==> src/design/osws_pkg.sv <==
`default_nettype none
// ----------------------------------------------------------------------------
// osws_pkg
// Shared types, constants and the control store for the one-shot wavetable
// sampler.
// ----------------------------------------------------------------------------
package osws_pkg;

    localparam int PADDR_W = 5;
    localparam int PDATA_W = 32;

    localparam int MUL_A_W = 26;
    localparam int MUL_B_W = 25;
    localparam int PROD_W  = MUL_A_W + MUL_B_W;
    localparam int ACC_W   = PROD_W + 2;
    localparam int FRAC_W  = 24;

    localparam int STEP_W    = 4;
    localparam int UCODE_LEN = 12;
    localparam logic [STEP_W-1:0] STEP_HOME = STEP_W'(0);
    localparam logic [STEP_W-1:0] STEP_BODY = STEP_W'(1);

    typedef enum logic [1:0] {
        ACT_TICK  = 2'd0,
        ACT_START = 2'd1,
        ACT_STOP  = 2'd2,
        ACT_LOAD  = 2'd3
    } action_t;

    typedef enum logic [2:0] {
        REG_PHASE_INCREMENT = 3'd0,
        REG_OUTPUT_LEVEL    = 3'd1,
        REG_WAVE_SELECT     = 3'd2,
        REG_COEF_B0         = 3'd3,
        REG_COEF_B1         = 3'd4,
        REG_COEF_B2         = 3'd5,
        REG_COEF_A1         = 3'd6,
        REG_COEF_A2         = 3'd7
    } reg_index_t;

    typedef enum logic [1:0] {
        A_PHASE = 2'd0,
        A_DIFF  = 2'd1,
        A_X     = 2'd2,
        A_Y     = 2'd3
    } a_sel_t;

    typedef enum logic [2:0] {
        B_TSM1  = 3'd0,
        B_FRAC  = 3'd1,
        B_B0    = 3'd2,
        B_B1    = 3'd3,
        B_B2    = 3'd4,
        B_A1    = 3'd5,
        B_A2    = 3'd6,
        B_LEVEL = 3'd7
    } b_sel_t;

    typedef enum logic [3:0] {
        OP_NOP        = 4'd0,
        OP_INDEX      = 4'd1,
        OP_SAMPLE0    = 4'd2,
        OP_INTERP     = 4'd3,
        OP_FILTER_OUT = 4'd4,
        OP_ACC_LOAD   = 4'd5,
        OP_ACC_SUB    = 4'd6,
        OP_DELAY1     = 4'd7,
        OP_DELAY2     = 4'd8
    } op_t;

    typedef enum logic [1:0] {
        J_NEXT = 2'd0,
        J_WAIT = 2'd1,
        J_HOME = 2'd2
    } jump_t;

    typedef struct packed {
        a_sel_t a_sel;
        b_sel_t b_sel;
        op_t    op;
        jump_t  jump;
    } ctrl_t;

    // Every step loads the product register; a step consumes the product
    // that the step before it started.
    localparam ctrl_t UCODE [UCODE_LEN] = '{
        '{A_PHASE, B_TSM1,  OP_NOP,        J_WAIT},
        '{A_X,     B_B0,    OP_INDEX,      J_NEXT},
        '{A_X,     B_B0,    OP_SAMPLE0,    J_NEXT},
        '{A_DIFF,  B_FRAC,  OP_NOP,        J_NEXT},
        '{A_X,     B_B0,    OP_INTERP,     J_NEXT},
        '{A_X,     B_B0,    OP_NOP,        J_NEXT},
        '{A_X,     B_B1,    OP_FILTER_OUT, J_NEXT},
        '{A_Y,     B_A1,    OP_ACC_LOAD,   J_NEXT},
        '{A_X,     B_B2,    OP_ACC_SUB,    J_NEXT},
        '{A_Y,     B_A2,    OP_DELAY1,     J_NEXT},
        '{A_Y,     B_LEVEL, OP_DELAY2,     J_NEXT},
        '{A_X,     B_B0,    OP_NOP,        J_HOME}
    };

endpackage
`default_nettype wire

==> src/design/osws_mul.sv <==
`default_nettype none
// ----------------------------------------------------------------------------
// osws_mul
// Shared signed multiplier with a registered product.
// ----------------------------------------------------------------------------
module osws_mul (
    input  wire logic                                 clk,
    input  wire logic signed [osws_pkg::MUL_A_W-1:0]  a,
    input  wire logic signed [osws_pkg::MUL_B_W-1:0]  b,
    output logic signed      [osws_pkg::PROD_W-1:0]   prod
);
    import osws_pkg::*;

    logic signed [PROD_W-1:0] prod_reg;

    always_ff @(posedge clk)
    begin
        prod_reg <= PROD_W'(a) * PROD_W'(b);
    end

    assign prod = prod_reg;
endmodule
`default_nettype wire
==> config.mk <==
export PLATFORM = sky130hd
export DESIGN_NAME = osws_mul
export DESIGN_NICKNAME = d
export VERILOG_FILES = /design/src/design/osws_pkg.sv /design/src/design/osws_mul.sv
export SDC_FILE = /design/constraint.sdc
export NUM_CORES = 2
export LEC_CHECK = 0
export ABC_AREA = 0
export BUFFER_PORTS_ARGS = -buffer_cell sky130_fd_sc_hd__buf_2
export CAP_MARGIN = 25
export CORE_MARGIN = 8
export CORE_UTILIZATION = 30
export CTS_BUF_LIST = sky130_fd_sc_hd__clkbuf_8
export DETAILED_ROUTE_END_ITERATION = 6
export PLACE_DENSITY = 0.42
export SKIP_CTS_REPAIR_TIMING = 1
export SYNTH_ARGS = -nofsm -noshare
export SYNTH_HDL_FRONTEND = slang
export SYNTH_SLANG_ARGS = --single-unit
==> constraint.sdc <==
create_clock -name clk -period 8.96 [get_ports clk]
set_input_delay 0.448 -clock clk [delete_from_list [all_inputs] [get_ports clk]]
set_output_delay 0.448 -clock clk [all_outputs]
set_load 0.01 [all_outputs]
==> results.cfg <==
[status]
status = complete, no violations

[logic_synthesis]
synth_top_family_by_area = adder cells
synthArstFlopShare_pct = 0
muxShareOfSynthArea_pct = 0.0905
syn_nets = 3499
yosys_register_bits = 51
yosysSeqAreaShare_pct = 4.10
synth-xor-area-share_pct = 2.04
ys_warn_count = 0
synthAdderAreaFrac_pct = 62.0
synth.avg_cell_area_um2 = 9.49
syn_area_um2 = 24900
synth_cells = 2623
ys_types = 64
yosys.area_share.simple_pct = 15.4
synth_compound_area_share_pct = 4.63
synth-main-ff-cell = dfxtp_1
synth_edf_count = 0

[critical_path]
endpoint_kind = register
cpPeakStageDelay_ns = 0.83
cp_top_family = adder cells
cp-startpoint = b[1]
crit_buf_inv = 5
slowest_stage = fa_1
required_ns = 9.20
crit_chain = buf_2, nand2_1, inv_1, fa_1, inv_1, fa_1, fa_1, inv_1, fa_1, fa_1, fa_1, fa_1, ha_1, and2_1, nand3_1, or3b_1, inv_1, o211ai_1, a21oi_1, o22ai_1, xnor2_1
path_class = input port to register
startpoint_type = input port
critPathArrivalTime_ns = 7.73
critical_path_peak_fanout = 26
cp_common_cell = fa_1

[finish]
final_nets = 3492
mostFrequentLayoutCells = fa_1, inv_1, nand2_1
drive_above_1_share_pct = 5.27
largest_reg_flops = 51
final_common_cell = fa_1
layout.cells.non_filler = 3689
syn_to_final_growth_pct = 6.11
multi_input_area_um2 = 20900
fillers = 8597
ff_latch_area_um2 = 1020

[sta]
max_freq_mhz = 133
fin_setup_tns_ns = 0
min_period_ns = 7.50
tightest_slew_ns = 0.776
finalMaxSlewViolations = 0
finalCritPeriodShare_pct = 83.7
slew-limit-headroom_pct = 48.2
setup_viol = 0
finalHoldViolCount = 0
rsz0062_at_grt = false

[cts]
htreeDepth = 2
clk_path_buf_depth = 2
clock_sinks = 51
cts_made_buffers = 5
cts_tree = built
clkTransAtPathRegs_ns = 0.12
cts_root_buf = clkbuf_8

[floorplanning]
die_y_um = 304
die_w_um = 304
core_um2 = 82100
io_pins = 103
row_count = 105
dieArea_um2 = 92400
start_util_pct = 30.3

[placement]
place_congestion = 0.835
portBuffers = 102
place_inst = 3679
dp_hpwl_mm = 61.1

[min_path]
hold_start = b[0]
hp-class = input port to register
holdPathStages = 2
min_to = prod[0]$_DFF_P_

[routing]
drcViolationCount = 0
drtPass1Iterations = 5
vias = 17100
post_drt_wl_per_cell_um = 19.7
avgViaCountPerCell = 4.64
dr.first_iter.drc_count = 699
routed_wl_mm = 72.7
ant_nets = 0

[grt]
grt_pass1_vias = 20000
antenna_found_initial = 4
grt.total_usage_pct = 16.0
overflow = 0
grt_max_degree = 28
grt_pass1_wl_mm = 116

[run]
max-cap-violations = 0
## cell usage after synthesis (all sizes together), types with 2 or more instances
master,count,share of area [%]
fa,681,55
inv,656,9.9
nand2,330,5.0
and2,318,8.0
ha,143,7.2
clkbuf,111,1.7
dfxtp,51,4.1
a21oi,46,0.99
xnor2,42,1.5
nor2b,28,0.70
a21o,26,0.78
nor2,26,0.39
o21ai,23,0.48
xor2,16,0.56
nand2b,12,0.30
nand4,12,0.33
buf,9,0.18
nor3,9,0.20
a211oi,8,0.30
o21bai,8,0.24
a31oi,6,0.15
nand3,6,0.12
o21a,6,0.18
a221o,4,0.16
and3,4,0.12
o211ai,4,0.20
a41oi,3,0.14
nor4,3,0.075
or3,3,0.075
a2111oi,2,0.15
a21boi,2,0.060
a31o,2,0.070
mux2,2,0.090
o211a,2,0.080
o31ai,2,0.060
## cells by family after synthesis
family | Yosys count
adders and majority gates | 824
AOI/OAI and AO/OA | 157
xor gates and xnor gates | 58
buffers and inverters | 776
muxes | 2
DFF | 51
and+or+nand+nor | 755
## layer usage
| layer | GRT usage [%] | share of wire (%) | vias to the layer above |
|---|---|---|---|
| li1 | - | - | 7519 |
| met1 | 18.7 | 39 | 9192 |
| met2 | 30.6 | 55 | 313 |
| met3 | 1.66 | 2.8 | 91 |
| met4 | 4.14 | 3.0 | 0 |
| met5 | 0 | 0 | - |
## layout make-up
cell class | count | share of cell area, %
Antenna cell | 2 | 0.0189
Sequential cell | 51 | 3.87
Clock inverter | 3 | 0.109
Clock buffer | 5 | 0.261
Timing Repair Buffer | 106 | 2.05
Multi-Input combinational cell | 1796 | 79.3
Inverter | 656 | 9.32
Tap cell | 1070 | 5.07
## stage by stage
stage	setup WS (ns)	hold slack, ns	util, %	area, um^2
floorplan	2.06	0.575	-	24900
global placement	1.24	0.846	32.0	26300
detailed placement	1.16	0.845	32.0	26300
CTS	1.52	0.665	32.2	26400
global route	1.15	0.676	32.2	26400
finish	1.46	0.668	32.2	26400
## worst max path at each step
stage / to / slack [ns] / depth (start not counted)
after floorplan: prod[49]$_DFF_P_ / 2.06 / 21
after global placement: prod[50]$_DFF_P_ / 1.24 / 21
after detailed placement: prod[50]$_DFF_P_ / 1.16 / 20
after CTS: prod[49]$_DFF_P_ / 1.52 / 19
after global routing: prod[50]$_DFF_P_ / 1.15 / 21
final: prod[50]$_DFF_P_ / 1.46 / 21
Power is left out: the tool's default activity adds up to more than one toggle a clock period on the data nets, which glitch-free logic cannot reach.
